==> config.mk <==
export PLATFORM = sky130hd
export DESIGN_NAME = led_blink_breathe_generator_top
export DESIGN_NICKNAME = d
export VERILOG_FILES = /design/src/sv/lbb_pkg.sv /design/src/sv/lbb_divider.sv /design/src/sv/lbb_step_unit.sv /design/src/sv/lbb_tick.sv /design/src/sv/led_blink_breathe_generator_top.sv
export SDC_FILE = /design/constraint.sdc
export NUM_CORES = 1
export LEC_CHECK = 0
export BUFFER_PORTS_ARGS = -buffer_cell sky130_fd_sc_hd__buf_2
export CORE_MARGIN = 2
export CORE_UTILIZATION = 30
export CTS_CLUSTER_SIZE = 16
export DETAILED_ROUTE_END_ITERATION = 8
export PLACE_DENSITY_LB_ADDON = 0.08
export SYNTH_ARGS = -nofsm -noshare
export SYNTH_HDL_FRONTEND = slang
export SYNTH_SLANG_ARGS = --single-unit
==> constraint.sdc <==
create_clock -name clk_i -period 8.34 [get_ports clk_i]
set_clock_uncertainty 0.15 [all_clocks]
set_input_delay 0.834 -clock clk_i [delete_from_list [all_inputs] [get_ports clk_i]]
set_output_delay 0.834 -clock clk_i [all_outputs]
set_load 0.1 [all_outputs]
==> src/sv/lbb_pkg.sv <==
// ----------------------------------------------------------------------------
// lbb_pkg: shared types and constants of the LED blink/breathe generator
// Widths, reset values, register codes and the structs passed between units.
// ----------------------------------------------------------------------------
package lbb_pkg;

  localparam int LEVEL_BITS   = 10;
  localparam int TIME_BITS    = 16;
  localparam int DIV_BITS     = (TIME_BITS > LEVEL_BITS) ? TIME_BITS : LEVEL_BITS;
  localparam int CNT_BITS     = $clog2(DIV_BITS + 1);
  localparam int CFG_IDX_BITS = 3;
  localparam int CFG_DATA_BITS = (TIME_BITS > LEVEL_BITS) ? TIME_BITS : LEVEL_BITS;

  localparam int LEVEL_MAX = (1 << LEVEL_BITS) - 1;
  localparam int TIME_MAX  = (1 << TIME_BITS) - 1;

  // register reset values
  localparam int LOW_RST        = 0;
  localparam int HIGH_RST       = 1023 & LEVEL_MAX;
  localparam int DELAY_RST      = 200 & TIME_MAX;
  localparam int LONG_RST       = 2000 & TIME_MAX;
  localparam int SHORT_RST      = 500 & TIME_MAX;
  localparam int LONG_PRESS_RST = 500 & TIME_MAX;

  // ramp steps for the reset configuration, one per period choice
  localparam int SPAN_RST       = (HIGH_RST > LOW_RST) ? HIGH_RST - LOW_RST : 0;
  localparam int DELAY_RST_NZ   = (DELAY_RST == 0) ? 1 : DELAY_RST;
  localparam int Q_LONG_RST     = LONG_RST / DELAY_RST_NZ;
  localparam int Q_SHORT_RST    = SHORT_RST / DELAY_RST_NZ;
  localparam int STEP_LONG_RAW  = (Q_LONG_RST == 0) ? SPAN_RST : SPAN_RST / Q_LONG_RST;
  localparam int STEP_SHORT_RAW = (Q_SHORT_RST == 0) ? SPAN_RST : SPAN_RST / Q_SHORT_RST;
  localparam int STEP_LONG_RST  = (STEP_LONG_RAW < 1) ? 1 : STEP_LONG_RAW;
  localparam int STEP_SHORT_RST = (STEP_SHORT_RAW < 1) ? 1 : STEP_SHORT_RAW;

  typedef enum logic [CFG_IDX_BITS-1:0] {
    REG_LOW_LEVEL     = 3'd0,
    REG_HIGH_LEVEL    = 3'd1,
    REG_STEP_DELAY    = 3'd2,
    REG_LONG_PERIOD   = 3'd3,
    REG_SHORT_PERIOD  = 3'd4,
    REG_LONG_PRESS    = 3'd5,
    REG_BREATHE_MODE  = 3'd6
  } cfg_reg_e;

  typedef struct packed {
    logic [LEVEL_BITS-1:0] low_level;
    logic [LEVEL_BITS-1:0] high_level;
    logic [TIME_BITS-1:0]  step_delay_ms;
    logic [TIME_BITS-1:0]  long_period_ms;
    logic [TIME_BITS-1:0]  short_period_ms;
    logic [TIME_BITS-1:0]  long_press_ms;
    logic                  breathe_mode;
  } cfg_t;

  typedef struct packed {
    logic [LEVEL_BITS-1:0] step_long;
    logic [LEVEL_BITS-1:0] step_short;
  } step_pair_t;

  typedef struct packed {
    logic [LEVEL_BITS-1:0] duty;
    logic                  release_seen;
    logic                  long_press;
  } result_t;

endpackage

==> src/sv/lbb_divider.sv <==
// ----------------------------------------------------------------------------
// lbb_divider: iterative unsigned divider
// Restoring division, one quotient bit per cycle, DIV_BITS quotient bits per run.
// ----------------------------------------------------------------------------
module lbb_divider (
  input  logic                         clk_i,
  input  logic                         rst_ni,
  input  logic                         start_i,
  input  logic [lbb_pkg::DIV_BITS-1:0] dividend_i,
  input  logic [lbb_pkg::DIV_BITS-1:0] divisor_i,
  output logic                         done_o,
  output logic [lbb_pkg::DIV_BITS-1:0] quotient_o
);

  localparam int N = lbb_pkg::DIV_BITS;

  logic                              active_q, active_d;
  logic                              done_q, done_d;
  logic [lbb_pkg::CNT_BITS-1:0]      cnt_q, cnt_d;
  logic [N-1:0]                      rem_q, rem_d;
  logic [N-1:0]                      quo_q, quo_d;
  logic [N-1:0]                      dvs_q, dvs_d;
  logic [N:0]                        rem_sh;
  logic [N+1:0]                      diff;

  assign rem_sh = {rem_q, quo_q[N-1]};
  assign diff   = {1'b0, rem_sh} - {2'b00, dvs_q};

  always_comb begin
    active_d = active_q;
    done_d   = 1'b0;
    cnt_d    = cnt_q;
    rem_d    = rem_q;
    quo_d    = quo_q;
    dvs_d    = dvs_q;
    if (start_i) begin
      active_d = 1'b1;
      cnt_d    = lbb_pkg::CNT_BITS'(N);
      rem_d    = '0;
      quo_d    = dividend_i;
      dvs_d    = divisor_i;
    end else if (active_q) begin
      if (!diff[N+1]) begin
        rem_d = diff[N-1:0];
        quo_d = {quo_q[N-2:0], 1'b1};
      end else begin
        rem_d = rem_sh[N-1:0];
        quo_d = {quo_q[N-2:0], 1'b0};
      end
      cnt_d = cnt_q - lbb_pkg::CNT_BITS'(1);
      if (cnt_q == lbb_pkg::CNT_BITS'(1)) begin
        active_d = 1'b0;
        done_d   = 1'b1;
      end
    end
  end

  always_ff @(posedge clk_i or negedge rst_ni) begin
    if (!rst_ni) begin
      active_q <= 1'b0;
      done_q   <= 1'b0;
      cnt_q    <= '0;
    end else begin
      active_q <= active_d;
      done_q   <= done_d;
      cnt_q    <= cnt_d;
    end
  end

  always_ff @(posedge clk_i) begin
    rem_q <= rem_d;
    quo_q <= quo_d;
    dvs_q <= dvs_d;
  end

  assign done_o     = done_q;
  assign quotient_o = quo_q;

endmodule

==> src/sv/lbb_step_unit.sv <==
// ----------------------------------------------------------------------------
// lbb_step_unit: ramp step sequencer
// Derives the ramp step for both period choices after each register write.
// ----------------------------------------------------------------------------
module lbb_step_unit (
  input  logic                clk_i,
  input  logic                rst_ni,
  input  logic                restart_i,
  input  lbb_pkg::cfg_t       cfg_i,
  output lbb_pkg::step_pair_t steps_o,
  output logic                busy_o
);

  localparam int N = lbb_pkg::DIV_BITS;
  localparam int L = lbb_pkg::LEVEL_BITS;

  typedef enum logic [1:0] {
    S_IDLE,
    S_START,
    S_WAIT_Q,
    S_WAIT_S
  } state_e;

  state_e              state_q, state_d;
  logic                sel_q, sel_d;
  lbb_pkg::step_pair_t steps_q, steps_d;

  logic                div_start;
  logic [N-1:0]        div_dividend;
  logic [N-1:0]        div_divisor;
  logic                div_done;
  logic [N-1:0]        div_quotient;

  logic [L-1:0]        span;
  logic [N-1:0]        delay_nz;
  logic [N-1:0]        period_next;
  logic [L-1:0]        step_new;
  logic                store;

  assign span = (cfg_i.high_level > cfg_i.low_level) ?
                cfg_i.high_level - cfg_i.low_level : '0;
  assign delay_nz = (cfg_i.step_delay_ms == '0) ? N'(1) : N'(cfg_i.step_delay_ms);
  assign period_next = N'(cfg_i.short_period_ms);

  lbb_divider u_div (
    .clk_i      (clk_i),
    .rst_ni     (rst_ni),
    .start_i    (div_start),
    .dividend_i (div_dividend),
    .divisor_i  (div_divisor),
    .done_o     (div_done),
    .quotient_o (div_quotient)
  );

  always_comb begin
    state_d      = state_q;
    sel_d        = sel_q;
    steps_d      = steps_q;
    div_start    = 1'b0;
    div_dividend = N'(cfg_i.long_period_ms);
    div_divisor  = delay_nz;
    store        = 1'b0;
    step_new     = span;

    if (restart_i) begin
      // the written register lands on this edge; S_START starts the divider in the next cycle
      sel_d     = 1'b0;
      state_d   = S_START;
    end else begin
      unique case (state_q)
        S_IDLE: ;
        S_START: begin
          div_start = 1'b1;
          state_d   = S_WAIT_Q;
        end
        S_WAIT_Q: begin
          if (div_done) begin
            if (div_quotient == '0) begin
              store    = 1'b1;
              step_new = span;
            end else begin
              div_start    = 1'b1;
              div_dividend = N'(span);
              div_divisor  = div_quotient;
              state_d      = S_WAIT_S;
            end
          end
        end
        S_WAIT_S: begin
          if (div_done) begin
            store    = 1'b1;
            step_new = div_quotient[L-1:0];
          end
        end
        default: state_d = S_IDLE;
      endcase
    end

    if (store) begin
      // force the step to at least one
      if (step_new == '0) begin
        step_new = L'(1);
      end
      if (!sel_q) begin
        steps_d.step_long = step_new;
        sel_d        = 1'b1;
        div_start    = 1'b1;
        div_dividend = period_next;
        div_divisor  = delay_nz;
        state_d      = S_WAIT_Q;
      end else begin
        steps_d.step_short = step_new;
        state_d            = S_IDLE;
      end
    end
  end

  always_ff @(posedge clk_i or negedge rst_ni) begin
    if (!rst_ni) begin
      state_q            <= S_IDLE;
      sel_q              <= 1'b0;
      steps_q.step_long  <= L'(lbb_pkg::STEP_LONG_RST);
      steps_q.step_short <= L'(lbb_pkg::STEP_SHORT_RST);
    end else begin
      state_q <= state_d;
      sel_q   <= sel_d;
      steps_q <= steps_d;
    end
  end

  assign steps_o = steps_q;
  assign busy_o  = (state_q != S_IDLE);

endmodule

==> src/sv/lbb_tick.sv <==
// ----------------------------------------------------------------------------
// lbb_tick: per-tick datapath
// Button press timing, period toggle, blink phase and breathing ramp.
// ----------------------------------------------------------------------------
module lbb_tick (
  input  logic                clk_i,
  input  logic                rst_ni,
  input  logic                advance_i,
  input  logic                button_level_i,
  input  lbb_pkg::cfg_t       cfg_i,
  input  lbb_pkg::step_pair_t steps_i,
  output lbb_pkg::result_t    result_o
);

  localparam int L = lbb_pkg::LEVEL_BITS;
  localparam int T = lbb_pkg::TIME_BITS;

  logic [L-1:0] level_q, level_d;
  logic         ramp_down_q, ramp_down_d;
  logic         low_phase_q, low_phase_d;
  logic [T-1:0] hold_q, hold_d;
  logic [T-1:0] press_q, press_d;
  logic         prev_q, prev_d;
  logic         short_q, short_d;

  logic [T-1:0] press_inc;
  logic [L-1:0] step;
  logic [T-1:0] period;
  logic [T-1:0] delay_nz;
  logic [T-1:0] period_nz;
  logic [T-1:0] limit;
  logic [T:0]   hold_inc;
  logic         wrap;
  logic         span_pos;
  logic [L-1:0] lvl_c;
  logic [L:0]   up_sum;
  logic [L:0]   down_lim;

  assign press_inc = (press_q == '1) ? press_q : press_q + T'(1);
  assign span_pos  = cfg_i.high_level > cfg_i.low_level;
  assign delay_nz  = (cfg_i.step_delay_ms == '0) ? T'(1) : cfg_i.step_delay_ms;
  assign hold_inc  = {1'b0, hold_q} + (T+1)'(1);

  always_comb begin
    press_d     = press_q;
    short_d     = short_q;
    prev_d      = button_level_i;
    level_d     = level_q;
    ramp_down_d = ramp_down_q;
    low_phase_d = low_phase_q;
    hold_d      = hold_q;
    result_o    = '0;

    // button: the toggle acts on this same tick
    if (prev_q && !button_level_i) begin
      press_d = '0;
    end else if (!prev_q) begin
      press_d = press_inc;
      if (button_level_i) begin
        result_o.release_seen = 1'b1;
        result_o.long_press   = press_inc > cfg_i.long_press_ms;
        short_d               = !short_q;
      end
    end

    step      = short_d ? steps_i.step_short : steps_i.step_long;
    period    = short_d ? cfg_i.short_period_ms : cfg_i.long_period_ms;
    period_nz = (period == '0) ? T'(1) : period;

    // clamp the level into the current limits
    if (!span_pos) begin
      lvl_c = cfg_i.low_level;
    end else if (level_q < cfg_i.low_level) begin
      lvl_c = cfg_i.low_level;
    end else if (level_q > cfg_i.high_level) begin
      lvl_c = cfg_i.high_level;
    end else begin
      lvl_c = level_q;
    end
    up_sum   = {1'b0, lvl_c} + {1'b0, step};
    down_lim = {1'b0, cfg_i.low_level} + {1'b0, step};

    if (cfg_i.breathe_mode) begin
      limit = delay_nz;
    end else begin
      limit = low_phase_q ? period_nz : delay_nz;
    end
    wrap = hold_inc >= {1'b0, limit};

    if (cfg_i.breathe_mode) begin
      result_o.duty = lvl_c;
      level_d       = lvl_c;
      if (!span_pos) begin
        ramp_down_d = 1'b0;
      end
      if (wrap) begin
        hold_d = '0;
        if (span_pos) begin
          if (!ramp_down_q) begin
            if (up_sum >= {1'b0, cfg_i.high_level}) begin
              level_d     = cfg_i.high_level;
              ramp_down_d = 1'b1;
            end else begin
              level_d = up_sum[L-1:0];
            end
          end else begin
            if ({1'b0, lvl_c} <= down_lim) begin
              level_d     = cfg_i.low_level;
              ramp_down_d = 1'b0;
            end else begin
              level_d = lvl_c - step;
            end
          end
        end
      end else begin
        hold_d = hold_inc[T-1:0];
      end
    end else begin
      result_o.duty = low_phase_q ? cfg_i.low_level : cfg_i.high_level;
      if (wrap) begin
        hold_d      = '0;
        low_phase_d = !low_phase_q;
      end else begin
        hold_d = hold_inc[T-1:0];
      end
    end
  end

  always_ff @(posedge clk_i or negedge rst_ni) begin
    if (!rst_ni) begin
      level_q     <= L'(lbb_pkg::LOW_RST);
      ramp_down_q <= 1'b0;
      low_phase_q <= 1'b0;
      hold_q      <= '0;
      press_q     <= '0;
      prev_q      <= 1'b1;
      short_q     <= 1'b0;
    end else if (advance_i) begin
      level_q     <= level_d;
      ramp_down_q <= ramp_down_d;
      low_phase_q <= low_phase_d;
      hold_q      <= hold_d;
      press_q     <= press_d;
      prev_q      <= prev_d;
      short_q     <= short_d;
    end
  end

endmodule

==> src/sv/led_blink_breathe_generator_top.sv <==
// ----------------------------------------------------------------------------
// led_blink_breathe_generator_top: LED blink / breathe duty generator
// One millisecond tick in, one PWM duty value and a button report out.
// ----------------------------------------------------------------------------
// Usage:
//   Each input beat (in_valid_i/in_ready_o) is one millisecond tick carrying
//   the sampled button line. Each tick yields exactly one output beat
//   (out_valid_o/out_ready_i) with the duty level, a release flag and a
//   long-press flag.
//   The tick is captured in an input register and its result is written into
//   the output register when the tick advances. One tick per cycle is
//   sustained while the receiver keeps up and no step derivation runs.
//   Ticks keep entering while a result waits, as long as the datapath can move.
//   If the receiver stalls, the output register holds its beat and the input
//   register fills, then in_ready_o drops until the receiver takes the beat.
//   Registers are written on the cfg channel (index 0..6, others ignored).
//   After a write, the one shared iterative divider derives the ramp step for
//   both the long and short period, and in_ready_o stays low until both steps
//   are stored; the derivation ends early when a quotient comes out zero.
//   Reset loads the register defaults and the matching ramp steps, so ticks
//   are taken right after reset with no warm-up.
// ----------------------------------------------------------------------------
module led_blink_breathe_generator_top (
  input  logic                              clk_i,
  input  logic                              rst_ni,
  input  logic                              in_valid_i,
  output logic                              in_ready_o,
  input  logic                              button_level_i,
  output logic                              out_valid_o,
  input  logic                              out_ready_i,
  output logic [lbb_pkg::LEVEL_BITS-1:0]    duty_o,
  output logic                              release_seen_o,
  output logic                              long_press_o,
  input  logic                              cfg_valid_i,
  output logic                              cfg_ready_o,
  input  logic [lbb_pkg::CFG_IDX_BITS-1:0]  cfg_index_i,
  input  logic [lbb_pkg::CFG_DATA_BITS-1:0] cfg_data_i
);

  localparam int L = lbb_pkg::LEVEL_BITS;
  localparam int T = lbb_pkg::TIME_BITS;

  lbb_pkg::cfg_t       cfg_q, cfg_d;
  lbb_pkg::step_pair_t steps;
  lbb_pkg::result_t    result;
  lbb_pkg::result_t    out_q;

  logic cfg_write;
  logic restart;
  logic busy;
  logic in_valid_q;
  logic button_q;
  logic out_valid_q;
  logic advance;

  // configuration port: always ready, a write to index 0..6 restarts the step derivation
  assign cfg_ready_o = 1'b1;
  assign cfg_write   = cfg_valid_i && cfg_ready_o;

  always_comb begin
    cfg_d   = cfg_q;
    restart = 1'b0;
    if (cfg_write) begin
      restart = 1'b1;
      unique case (lbb_pkg::cfg_reg_e'(cfg_index_i))
        lbb_pkg::REG_LOW_LEVEL:    cfg_d.low_level       = cfg_data_i[L-1:0];
        lbb_pkg::REG_HIGH_LEVEL:   cfg_d.high_level      = cfg_data_i[L-1:0];
        lbb_pkg::REG_STEP_DELAY:   cfg_d.step_delay_ms   = cfg_data_i[T-1:0];
        lbb_pkg::REG_LONG_PERIOD:  cfg_d.long_period_ms  = cfg_data_i[T-1:0];
        lbb_pkg::REG_SHORT_PERIOD: cfg_d.short_period_ms = cfg_data_i[T-1:0];
        lbb_pkg::REG_LONG_PRESS:   cfg_d.long_press_ms   = cfg_data_i[T-1:0];
        lbb_pkg::REG_BREATHE_MODE: cfg_d.breathe_mode    = cfg_data_i[0];
        default:                   restart               = 1'b0;
      endcase
    end
  end

  always_ff @(posedge clk_i or negedge rst_ni) begin
    if (!rst_ni) begin
      cfg_q.low_level       <= L'(lbb_pkg::LOW_RST);
      cfg_q.high_level      <= L'(lbb_pkg::HIGH_RST);
      cfg_q.step_delay_ms   <= T'(lbb_pkg::DELAY_RST);
      cfg_q.long_period_ms  <= T'(lbb_pkg::LONG_RST);
      cfg_q.short_period_ms <= T'(lbb_pkg::SHORT_RST);
      cfg_q.long_press_ms   <= T'(lbb_pkg::LONG_PRESS_RST);
      cfg_q.breathe_mode    <= 1'b0;
    end else begin
      cfg_q <= cfg_d;
    end
  end

  lbb_step_unit u_step (
    .clk_i     (clk_i),
    .rst_ni    (rst_ni),
    .restart_i (restart),
    .cfg_i     (cfg_q),
    .steps_o   (steps),
    .busy_o    (busy)
  );

  // advance the held tick whenever the output register is free or draining
  assign advance    = in_valid_q && (!out_valid_q || out_ready_i);
  assign in_ready_o = !busy && (!in_valid_q || advance);

  always_ff @(posedge clk_i or negedge rst_ni) begin
    if (!rst_ni) begin
      in_valid_q  <= 1'b0;
      out_valid_q <= 1'b0;
    end else begin
      if (in_valid_i && in_ready_o) begin
        in_valid_q <= 1'b1;
      end else if (advance) begin
        in_valid_q <= 1'b0;
      end
      if (advance) begin
        out_valid_q <= 1'b1;
      end else if (out_ready_i) begin
        out_valid_q <= 1'b0;
      end
    end
  end

  // payload registers: capture the tick, hold the result until taken
  always_ff @(posedge clk_i) begin
    if (in_valid_i && in_ready_o) begin
      button_q <= button_level_i;
    end
    if (advance) begin
      out_q <= result;
    end
  end

  lbb_tick u_tick (
    .clk_i          (clk_i),
    .rst_ni         (rst_ni),
    .advance_i      (advance),
    .button_level_i (button_q),
    .cfg_i          (cfg_q),
    .steps_i        (steps),
    .result_o       (result)
  );

  assign out_valid_o    = out_valid_q;
  assign duty_o         = out_q.duty;
  assign release_seen_o = out_q.release_seen;
  assign long_press_o   = out_q.long_press;

endmodule
# == Word-level counts from Yosys, hierarchy flattened ==
# Index checks and enable logic that the tools add are counted.
# classes
n_addsub,8
magnitude_cmp,7
n_eq_ne,14
n_mux,85
bitwise,3
n_reduce_logical,38
# ops
cell,n
16-bit 2-to-1 mux,24
10-bit 2-to-1 mux,16
16-bit zero test,3
1-bit 2-to-1 mux,34
10-bit by 10-bit adder with 11-bit output,2
2-bit AND reduction,11
10-bit > comparator,2
10-bit subtractor,2
17-bit by 16-bit subtractor with 18-bit output,1
16-bit by 1-bit adder with 17-bit output (second input constant),1
17-bit by 16-bit greater-or-equal comparator with 1-bit output,1
16-bit by 1-bit adder with 16-bit output (second input constant),1
16-bit == test (second input constant),1
16-bit > comparator,1
2-bit 2-to-1 mux,6
11-bit by 10-bit greater-or-equal comparator with 1-bit output,1
10-bit by 11-bit <= comparator with 1-bit output,1
10-bit zero test,1
10-bit less-than comparator,1
5-bit 2-to-1 mux,2
3-bit == test (second input constant),3
4-bit by 3-bit != test with 1-bit output (second input constant),2
2-bit nonzero test,4
7-bit OR reduction,1
other kinds (18),33
# totals
register_bits,224
in_bits,25
output_inout_bits,15
wordCells,185

# == Depth between registers and ports, before layout ==
# Gate-level depths: netlist of the first run.
# depth
ltp_word,11
depth_mapped,28
ltp_nobuf,25

# == Modules after synthesis ==
# Synthesis of the first run repeated with hierarchy kept, for this count alone.
# hier_totals
cells_unflattened,1732
area_unflattened_um2,16419.5
# by_module_without_submodules
mod,instances,cells_each,area_per_inst_um2,seq_area_each_um2
lbb_tick,1,901,6959.2,1152.4
led_blink_breathe_generator_top,1,214,3895.0,2606.2
lbb_divider,1,325,3288.2,1456.4
lbb_step_unit,1,292,2277.2,591.8

# == Worst setup path after synthesis of the first run ==
# No wires, ideal clock.
# synth_timing
kind,register to register
start,register cfg_q[65] (netlist name)
end,register u_tick.level_q[3]
setup_time_ns,0.142
t_arrival_ns,5.764
t_required_ns,8.048
slack_ns,2.284
stages_incl_launch_ff,27
path_buffers,3
period_less_slack_ns,6.056
path_cell_list,dfstp_2 inv_1 ha_1 inv_1 fa_1 a21o_1 a221oi_2 o21a_4 a211oi_4 buf_2 buf_2 nor2_1 a21oi_1 ha_1 or3b_1 a221oi_2 o41ai_1 or4b_1 and3_1 ha_1 a211oi_1 o211ai_1 a21o_1 buf_2 mux2_1 a221oi_1 o221ai_1
# synth_via
elab_chain_len,10
word_cells_on_any_way,14
cone_classes,2 x add/sub; 4 x order compare; 8 x mux
# synth_lines
item,line,source
"start, declared",led_blink_breathe_generator_top.sv:43,"lbb_pkg::cfg_t cfg_q, cfg_d;"
"start signal, assigned",led_blink_breathe_generator_top.sv:88,cfg_q <= cfg_d;
10-bit > comparator,lbb_tick.sv:75,end else if (level_q > cfg_i.high_level) begin
10-bit 2-to-1 mux,lbb_tick.sv:75,
10-bit 2-to-1 mux,lbb_tick.sv:73,end else if (level_q < cfg_i.low_level) begin
10-bit 2-to-1 mux,lbb_tick.sv:71,if (!span_pos) begin
10-bit by 10-bit adder with 11-bit output,lbb_tick.sv:80,"up_sum = {1'b0, lvl_c} + {1'b0, step};"
11-bit by 10-bit greater-or-equal comparator with 1-bit output,lbb_tick.sv:100,"if (up_sum >= {1'b0, cfg_i.high_level}) begin"
10-bit 2-to-1 mux,lbb_tick.sv:100,
10-bit 2-to-1 mux,lbb_tick.sv:99,if (!ramp_down_q) begin
10-bit 2-to-1 mux,lbb_tick.sv:98,if (span_pos) begin
10-bit 2-to-1 mux (*),lbb_tick.sv:96,if (wrap) begin
"end signal, assigned",lbb_tick.sv:131,level_q <= L'(lbb_pkg::LOW_RST);
"end signal, assigned",lbb_tick.sv:139,level_q <= level_d;
"end, declared",lbb_tick.sv:18,"logic [L-1:0] level_q, level_d;"
# Every way passes the cells marked *; elsewhere a longest branch is shown, timed or not.
# A chain may end at the register's enable or synchronous reset.

# == Worst setup path after layout of the first run ==
# layout_timing
start,register cfg_q[65] (netlist name)
end,register u_tick.level_q[2]
# Same word-level chain as after synthesis.

==> impl_metrics.toml, run 1 <==
[run_status]
status = "finished, final reports clean"

[worst_setup_path]
worstSetupPathType = "reg2reg"
required_ns = 8.67
path_max_fanout = 23
startpoint_type = "flop"
crit_arrival_ns = 7.47
critPathCaptureType = "flop"

[clock_tree]
clk_path_buf_depth = 3
clkTransAtPathRegs_ns = 0.07
h-tree-depth = 1
clock_latency_ns = 0.59
cts-buffers-inserted = 29
cts_tree = "done"
ctsHoldBuffers = 0
post_cts_buffers = 0
clock_sinks = 224
ctsResizeCount = 0
cts_root_buf = "clkbuf_16"

[logic_synthesis]
ys_top_cells_by_area = "dfrtp_1 (19%), ha_1 (11%), edfxtp_1 (8.7%), dfstp_2 (7.6%), mux2_2 (6.8%)"
yosysUniqueCellTypes = 90
synth-edff-count = 45
synth_seq_cells = 224
yosysMostFrequentCell = "nand2_1"
syn_nets = 1828
synth_area_sq_mm = 0.0155
synth.avg_cell_area_sq_um = 9.31
netlist.area_leader.share = 0.191
synth_cells = 1664
synth_common_cells = "nand2_1 (213), ha_1 (136), dfrtp_1 (118)"
synth_ff_type = "dfrtp_1"
yosysSeqAreaShare = 0.375
synth.largest_area_cell = "dfrtp_1"
ys_async_sr_fraction = 0.728
yosys_warnings = 0

[grt]
grt_pass1_vias = 12700
grt.busiest_layer = "met2"
grt_pass1_wl_um = 79800
met1_usage = 0.279
grt_start_max_net_pins = 62
antenna_found_initial = 3
grtUsageMet2 = 0.319
grt_remaining_overflow = 0
grtUsageMet3 = 0.0188
track_usage = 0.195

[sta]
fin_setup_tns_ns = 0
hold_viol_final = 0
tightest_slew_ns = 1.17
slew_headroom = 0.217
rsz0062_at_grt = "false"
min_period_over_period = 0.857
setup_viol = 0
period_needed_ns = 7.15
timing.fmax_mhz = 140
slew_viol_final = 0
whs_ns = 0.0510

[drt]
viasPerCell = 5.30
avgRoutedWirePerCell_um = 21.9
wl_um = 52100
vias = 12600
drtIter0Drc = 842
drc = 0
dr.pass1.iters = 5
ant_nets = 0

[floorplanning]
pin_count = 40
rows = 83
die_h_um = 231
initial_core_util = 0.303
core_sq_mm = 0.0512
die-area_sq_mm = 0.0535
die_w_um = 231

[power_and_ir_drop]
peakVddDrop_mv = 0.321
p_leak_nw = 7.48
p_per_area_mw_per_mm2 = 407

[final_layout]
utilization = 0.341
drive_above_1_share = 0.161
final_nets = 1840
syn_to_final_growth_pct = 12.6

[placement]
gp_congestion = 0.869
port_buffers = 38
detailed_place_hpwl_um = 39000

[hold_path]
hp-class = "in2async"

[flow_run]
cap_violations = 0
## routing by layer
layer | up-vias | wire length [um]
met1 | 6234 | 25200
met2 | 269 | 24000
met3 | 50 | 1990
met5 | - | 13
li1 | 6067 | -
met4 | 2 | 927
## where the power goes
group	total, W	internal, W	switching, W
Clock	0.00138	0.000840	0.000537
Combinational	0.00385	0.00151	0.00234
Sequential	0.00189	0.00151	0.000375
Total	0.00711	0.00386	0.00325
## kinds of logic after synthesis
logic type | share of synthesized area
xor+xnor | 0.0379
fa+ha+maj | 0.114
compound gates | 0.177
other cells | 0.000242
flops | 0.375
buf+inv | 0.0450
simple gates | 0.154
mux | 0.0971
## critical path, cell delays in order, from the launching register on
cell and delay [ns]:
dfstp_2 0.57, inv_1 0.08, ha_1 0.22, inv_1 0.08, fa_1 0.21, a21o_1 0.19
a221oi_2 0.10, o21a_4 0.25, a211oi_4 0.80, nor2_1 0.13, a21oi_1 0.35, ha_1 0.31
or3b_1 0.42, a221oi_2 0.32, o41ai_1 0.17, or4b_1 0.47, and3_1 0.18, ha_1 0.30
o211ai_1 0.08, o211ai_1 0.23, a21o_1 0.45, mux2_2 0.41, a221o_1 0.32, a211o_1 0.25
## sequential cells by signal (all words and copies together) (netlist names), 2 cells and up
| register | count |
|---|---|
| u_step.u_div.rem_q | 16 |
| u_step.state_q | 2 |
| u_step.u_div.cnt_q | 5 |
| cfg_q | 85 |
| u_tick.press_q | 16 |
| u_tick.level_q | 10 |
| duty_o | 10 |
| u_tick.hold_q | 16 |
| u_step.steps_o | 20 |
| u_step.u_div.dvs_q | 16 |
| u_step.u_div.quotient_o | 16 |
## layout make-up
class | count | area, sq um
fill | 5251 | 33700
multi-input combinational | 1263 | 9040
sequential | 224 | 5810
clock buffer | 44 | 903
tap | 680 | 851
inverter | 107 | 402
timing repair buffer | 51 | 294
clock inverter | 10 | 144
antenna | 2 | 5.00
## stage by stage
stage | cells | total power [W] | worst slack, ns | area (sq um)
after floorplan | 1664 | 0.00460 | 2.28 | 15500
after global placement | 2325 | 0.00571 | 1.39 | 16400
after detailed placement | 2325 | 0.00572 | 1.29 | 16400
after CTS | 2379 | 0.00715 | 1.25 | 17400
after global routing | 2381 | 0.00765 | 0.822 | 17400
final | 2381 | 0.00711 | 1.19 | 17400
## final timing paths
check | cells after the start | start | slack [ns] | end
max in group asynchronous | 2 | rst_ni | 6.68 | cfg_q[20]
worst max register to register | 23 | cfg_q[65] | 1.19 | u_tick.level_q[2]
worst min register to register | 2 | u_step.steps_o[12] | 0.31 | u_step.steps_o[12]
worst max-delay path | 23 | cfg_q[65] | 1.19 | u_tick.level_q[2]
min in group clk_i | 1 | button_level_i | 0.28 | button_q
worst min-delay path | 1 | rst_ni | 0.05 | out_valid_o
## cell usage in the layout (no fill, tap or decap), types with 10 or more instances in the layout
master     synthesis  routed
nor4_1            20      20
nor2b_1           18      18
dfstp_2           45      45
a21o_1            15      15
nor3_1            31      29
nand3_1           28      28
dfrtp_1          118     118
buf_4              3      13
o21a_1            26      26
xnor2_1           40      39
mux2_2            93      93
inv_1            106     106
mux2i_1           42      42
a21oi_1          103     103
o31ai_1           14      14
ha_1             136     136
and2_1            16      16
clkbuf_16          0      30
and3_1            13      13
nand2_1          213     213
a211oi_1          10      10
nand4_1           26      26
nand2b_1          15      15
xor2_1            27      26
o21ai_0          117     117
edfxtp_1          45      45
clkbuf_8           0      10
dfxtp_1           16      16
buf_2             10      37
nor2_1            88      88
Power figures use the tool's default switching activity.
==> inputs of run 2 (changes only) <==
==> constraint.sdc (replaced) <==
create_clock -name clk_i -period 6.8 [get_ports clk_i]
set_clock_uncertainty 0.15 [all_clocks]
set_input_delay 0.68 -clock clk_i [delete_from_list [all_inputs] [get_ports clk_i]]
set_output_delay 0.68 -clock clk_i [all_outputs]
set_load 0.1 [all_outputs]
==> run 2 against run 1 <==
Against the previous run: sequential power rose by 20%; count of clock-buffer cells in the layout fell by 3; critical path depth is the same; first-iteration DRC count increased by 13%; highest routed layer unchanged.
==> impl_metrics.toml, run 2 (synthesized netlist as in run 1, its figures left out) <==
[flow_run]
cap_violations = 0

[final_layout]
antenna_cells = 0
syn_to_final_growth_pct = 13.9
drive_above_1_share = 0.172
stdcell_area_sq_mm = 0.0177
final_common_cell = "nand2_1"
regMostFlops = "cfg_q"
largest_reg_flops = 85
utilization = 0.345
final_nets = 1866
final_cell_mix = "nand2_1 (213), ha_1 (136), dfrtp_1 (118)"

[placement]
detailed_place_hpwl_um = 38800
post_dp_cell_area_sq_mm = 0.0166
gp_congestion = 0.850
port_buffers = 38

[sta]
setup_viol = 0
slew_headroom = 0.265
tightest_slew_ns = 1.10
hold_viol_final = 0
period_needed_ns = 6.43
rsz0062_at_grt = "false"
slew_viol_final = 0
min_period_over_period = 0.945
fin_setup_tns_ns = 0
timing.fmax_mhz = 156
whs_ns = 0.113

[hold_path]
hp-class = "in2reg"
min_to = "button_q"
min-delay-start = "button_level_i"
hold_depth = 1

[floorplanning]
die_h_um = 231
core_sq_mm = 0.0512
die_w_um = 231
rows = 83
die-area_sq_mm = 0.0535
initial_core_util = 0.303
pin_count = 40

[drt]
avgRoutedWirePerCell_um = 21.6
ant_nets = 0
wl_um = 51900
drtIter0Drc = 951
drc = 0
dr.pass1.iters = 7
viasPerCell = 5.26
vias = 12700

[worst_setup_path]
critPathCaptureType = "flop"
r2r_slack_ns = 0.37
r2r-end = "u_tick.level_q[2]"
required_ns = 7.11
worstSetupPathType = "reg2reg"
rr_worst_depth = 23
startpoint_type = "flop"
crit_arrival_ns = 6.74
path_max_fanout = 9
r2r-start = "cfg_q[65]"

[clock_tree]
clk_path_buf_depth = 3
clock_latency_ns = 0.60
cts_root_buf = "clkbuf_16"
clkTransAtPathRegs_ns = 0.06
clock_sinks = 224
h-tree-depth = 1
cts-buffers-inserted = 30
cts_tree = "done"

[grt]
antenna_found_initial = 1
grt_pass1_vias = 12600
grt_remaining_overflow = 0
track_usage = 0.194
grt_pass1_wl_um = 79800
grt_start_max_net_pins = 163

[power_and_ir_drop]
p_leak_nw = 7.61
p_per_area_mw_per_mm2 = 501
peakVddDrop_mv = 0.296

[run_status]
status = "finished, final reports clean"
==> run 2: cell count changes in the layout (fill, tap and decap cells not counted) <==
cell	delta
a21o_2	+1
buf_4	+22
a21o_1	-1
inv_16	-1
clkinv_2	+2
clkinv_16	+1
inv_4	-1
clkinv_1	+4
clkbuf_16	+1
diode_2	-2
buf_12	+2
dlygate4sd3_1	+1
clkbuf_8	-4
==> run 2: how the worst max path moves through the flow <==
stage / slack (ns) / cells past startpoint / end / startpoint
after floorplan: 0.74 / 26 / u_tick.level_q[3] / cfg_q[65]
after global placement: 0.35 / 23 / u_tick.level_q[2] / cfg_q[65]
after detailed placement: 0.22 / 23 / u_tick.level_q[2] / cfg_q[65]
after CTS: 0.19 / 23 / u_tick.level_q[2] / cfg_q[65]
after global routing: 0.06 / 21 / u_tick.level_q[2] / cfg_q[72]
final: 0.37 / 23 / u_tick.level_q[2] / cfg_q[65]
==> run 2: cell type report <==
cell class	count	area, sq um
Fill cell	5272	33500
Clock inverter	15	173
Sequential cell	224	5810
Multi-Input combinational cell	1263	9040
Tap cell	680	851
Inverter	107	402
Timing Repair Buffer	76	509
Clock buffer	41	873
==> run 2: what timing repair did <==
action	in CTS	in global routing
hold buffers	1	0
endpoints found under the hold margin	1	0
setup buffers	0	1
endpoints found under the setup margin	0	8
gates resized for setup	0	1
==> run 2: worst max-delay path, stage by stage, from the launching register on <==
cell and delay, ns:
dfstp_2 0.39, inv_1 0.09, ha_1 0.17, inv_1 0.06
fa_1 0.39, a21o_1 0.23, a221oi_2 0.33, o21a_4 0.24
a211oi_4 0.05, buf_12 0.17, mux2_4 0.33, ha_1 0.34
or3b_1 0.40, a221oi_2 0.33, o41ai_1 0.14, or4b_1 0.47
and3_1 0.19, ha_1 0.31, o211ai_1 0.09, o211ai_1 0.22
a21o_2 0.28, mux2_2 0.37, a221o_1 0.31, a211o_1 0.25
==> run 2: report_power, final <==
group | internal (W) | leakage [nW] | switching [W]
clock | 0.00101 | 0.514 | 0.000655
sequential | 0.00185 | 2.52 | 0.000406
combinational | 0.00195 | 4.57 | 0.00297
total | 0.00482 | 7.61 | 0.00403
==> run 2: stage by stage <==
step,setup WS [ns],power [W],instances
6_report,0.374,0.00884,2406
5_1_grt,0.0622,0.00953,2406
4_1_cts,0.188,0.00888,2405
3_5_place_dp,0.224,0.00716,2348
3_3_place_gp,0.348,0.00715,2348
2_1_floorplan,0.744,0.00564,1664
==> run 2: metal layers <==
layer | vias up | part of all wire | track usage
met5 | - | 0.00025 | 0
met1 | 6225 | 0.49 | 0.280
met4 | 2 | 0.020 | 0.0470
met3 | 61 | 0.036 | 0.0204
li1 | 6106 | - | -
met2 | 259 | 0.45 | 0.311
==> inputs of run 3 (changes only) <==
==> constraint.sdc (replaced) <==
create_clock -name clk_i -period 5.2 [get_ports clk_i]
set_clock_uncertainty 0.15 [all_clocks]
set_input_delay 0.52 -clock clk_i [delete_from_list [all_inputs] [get_ports clk_i]]
set_output_delay 0.52 -clock clk_i [all_outputs]
set_load 0.1 [all_outputs]
==> run 3 against run 2 <==
Against the previous run: the run now ends with setup timing left; maximum frequency rose by 11%; critical endpoint unchanged; utilization rose by 3.2 points; largest power group unchanged; flip-flop and latch count did not move; largest cell class unchanged; cell area rose by 9.3%.
==> impl_metrics.toml, run 3 (synthesized netlist as in run 1, its figures left out) <==
[worst_setup_path]
startpoint_type = "flop"
critPathTopFamily = "compound AO/OA/AOI/OAI gates"
timing.critical_path.slowest_cell_delay_ns = 0.48
rr_worst_depth = 25
worstSetupPathType = "reg2reg"
worstSetupPathDepth = 25
crit_buf_inv = 4
crit_arrival_ns = 6.12
path_max_fanout = 3
r2r_slack_ns = -0.61
critPathCaptureType = "flop"
critPathSlowestCell = "or4b_1"
required_ns = 5.50

[placement]
gp_congestion = 0.856
port_buffers = 38
detailed_place_hpwl_um = 40800

[floorplanning]
core_sq_mm = 0.0512
die_w_um = 231
die_h_um = 231
initial_core_util = 0.303
rows = 83
pin_count = 40
die-area_sq_mm = 0.0535

[clock_tree]
clock_sinks = 224
h-tree-depth = 1
cts-buffers-inserted = 30
clk_path_buf_depth = 3
clock_latency_ns = 0.60
cts_root_buf = "clkbuf_16"
cts_tree = "done"
clkTransAtPathRegs_ns = 0.06

[grt]
grt_pass1_vias = 13100
track_usage = 0.200
antenna_found_initial = 5
grt_remaining_overflow = 0
grt_pass1_wl_um = 81700
grt_start_max_net_pins = 91

[sta]
slew_headroom = 0.218
fin_setup_tns_ns = -5.44
slew_viol_final = 0
timing.fmax_mhz = 172
whs_ns = 0.0869
fin_ws_ns = -0.615
min_period_over_period = 1.12
period_needed_ns = 5.81
tightest_slew_ns = 1.17
hold_viol_final = 0
setup_viol = 11
rsz0062_at_grt = "true"

[power_and_ir_drop]
p_leak_nw = 8.51
finalPower_w = 0.0131
p_per_area_mw_per_mm2 = 677
peakVddDrop_mv = 0.370

[final_layout]
regMostFlops = "cfg_q"
final_common_cell = "nand2_1"
final_cell_mix = "nand2_1 (212), buf_4 (196), ha_1 (128)"
syn_to_final_growth_pct = 24.5
final_nets = 2033
drive_above_1_share = 0.266
largest_reg_flops = 85

[drt]
wl_um = 53300
vias = 13300
avgRoutedWirePerCell_um = 20.7
dr.pass1.iters = 6
viasPerCell = 5.16
ant_nets = 0
drc = 0
drtIter0Drc = 1032

[run_status]
violations = "setup timing"
status = "finished with violations"

[hold_path]
hp-class = "in2reg"
hold_depth = 2

[flow_run]
cap_violations = 0
==> run 3: worst register-to-register path, delay by kind of cell, from the launching register on <==
kind,cells,cell delay (ns)
DFF,1,0.37
AOI/OAI and AO/OA,12,2.23
muxes,1,0.35
and+or+nand+nor,4,1.17
buffers and inverters,4,0.36
adders and majority gates,4,1.03
==> run 3: area by class of cell <==
cell class	instances	area [sq um]
fill	5233	31900
multi-input combinational	1263	9330
sequential	224	5810
timing repair buffer	243	1780
tap	680	851
clock buffer	37	828
inverter	107	402
clock inverter	19	289
antenna	1	2.50
==> run 3: metal layers <==
| layer | track usage | share of wire |
|---|---|---|
| met1 | 0.279 | 0.47 |
| met4 | 0.0688 | 0.033 |
| met5 | 0 | 0.00081 |
| met3 | 0.0233 | 0.039 |
| met2 | 0.318 | 0.45 |
==> run 3: report_power, final <==
part | total, W | internal, W | switching (W)
Sequential | 0.00291 | 0.00242 | 0.000484
Combinational | 0.00785 | 0.00363 | 0.00422
Clock | 0.00231 | 0.00144 | 0.000878
==> run 3: worst paths after layout <==
kind                                 endpoint               start
max                         u_tick.level_q[2]           cfg_q[65]
min                                 cfg_q[28]      cfg_data_i[11]
max reg2reg                 u_tick.level_q[2]           cfg_q[65]
min reg2reg                u_step.steps_o[15]  u_step.steps_o[15]
max in group asynchronous           cfg_q[23]              rst_ni
min in group asynchronous   u_tick.press_q[3]              rst_ni
==> run 3: through the flow <==
stage | util | cell area (sq um) | cells | worst slack (ns)
after floorplan | - | 15600 | 1664 | -0.574
after global placement | 0.348 | 17800 | 2500 | -0.716
after detailed placement | 0.348 | 17800 | 2500 | -0.798
after CTS | 0.375 | 19200 | 2570 | -0.612
after global routing | 0.377 | 19300 | 2573 | -0.822
final | 0.377 | 19300 | 2574 | -0.615
==> run 3: timing repair <==
item                                    CTS  global route
hold buffers                              2             0
pin swaps                                26             5
resized for setup                        30            10
setup buffers                            12             3
endpoints found under the setup margin   11            11
endpoints found under the hold margin    45             0
cloned                                    0             0
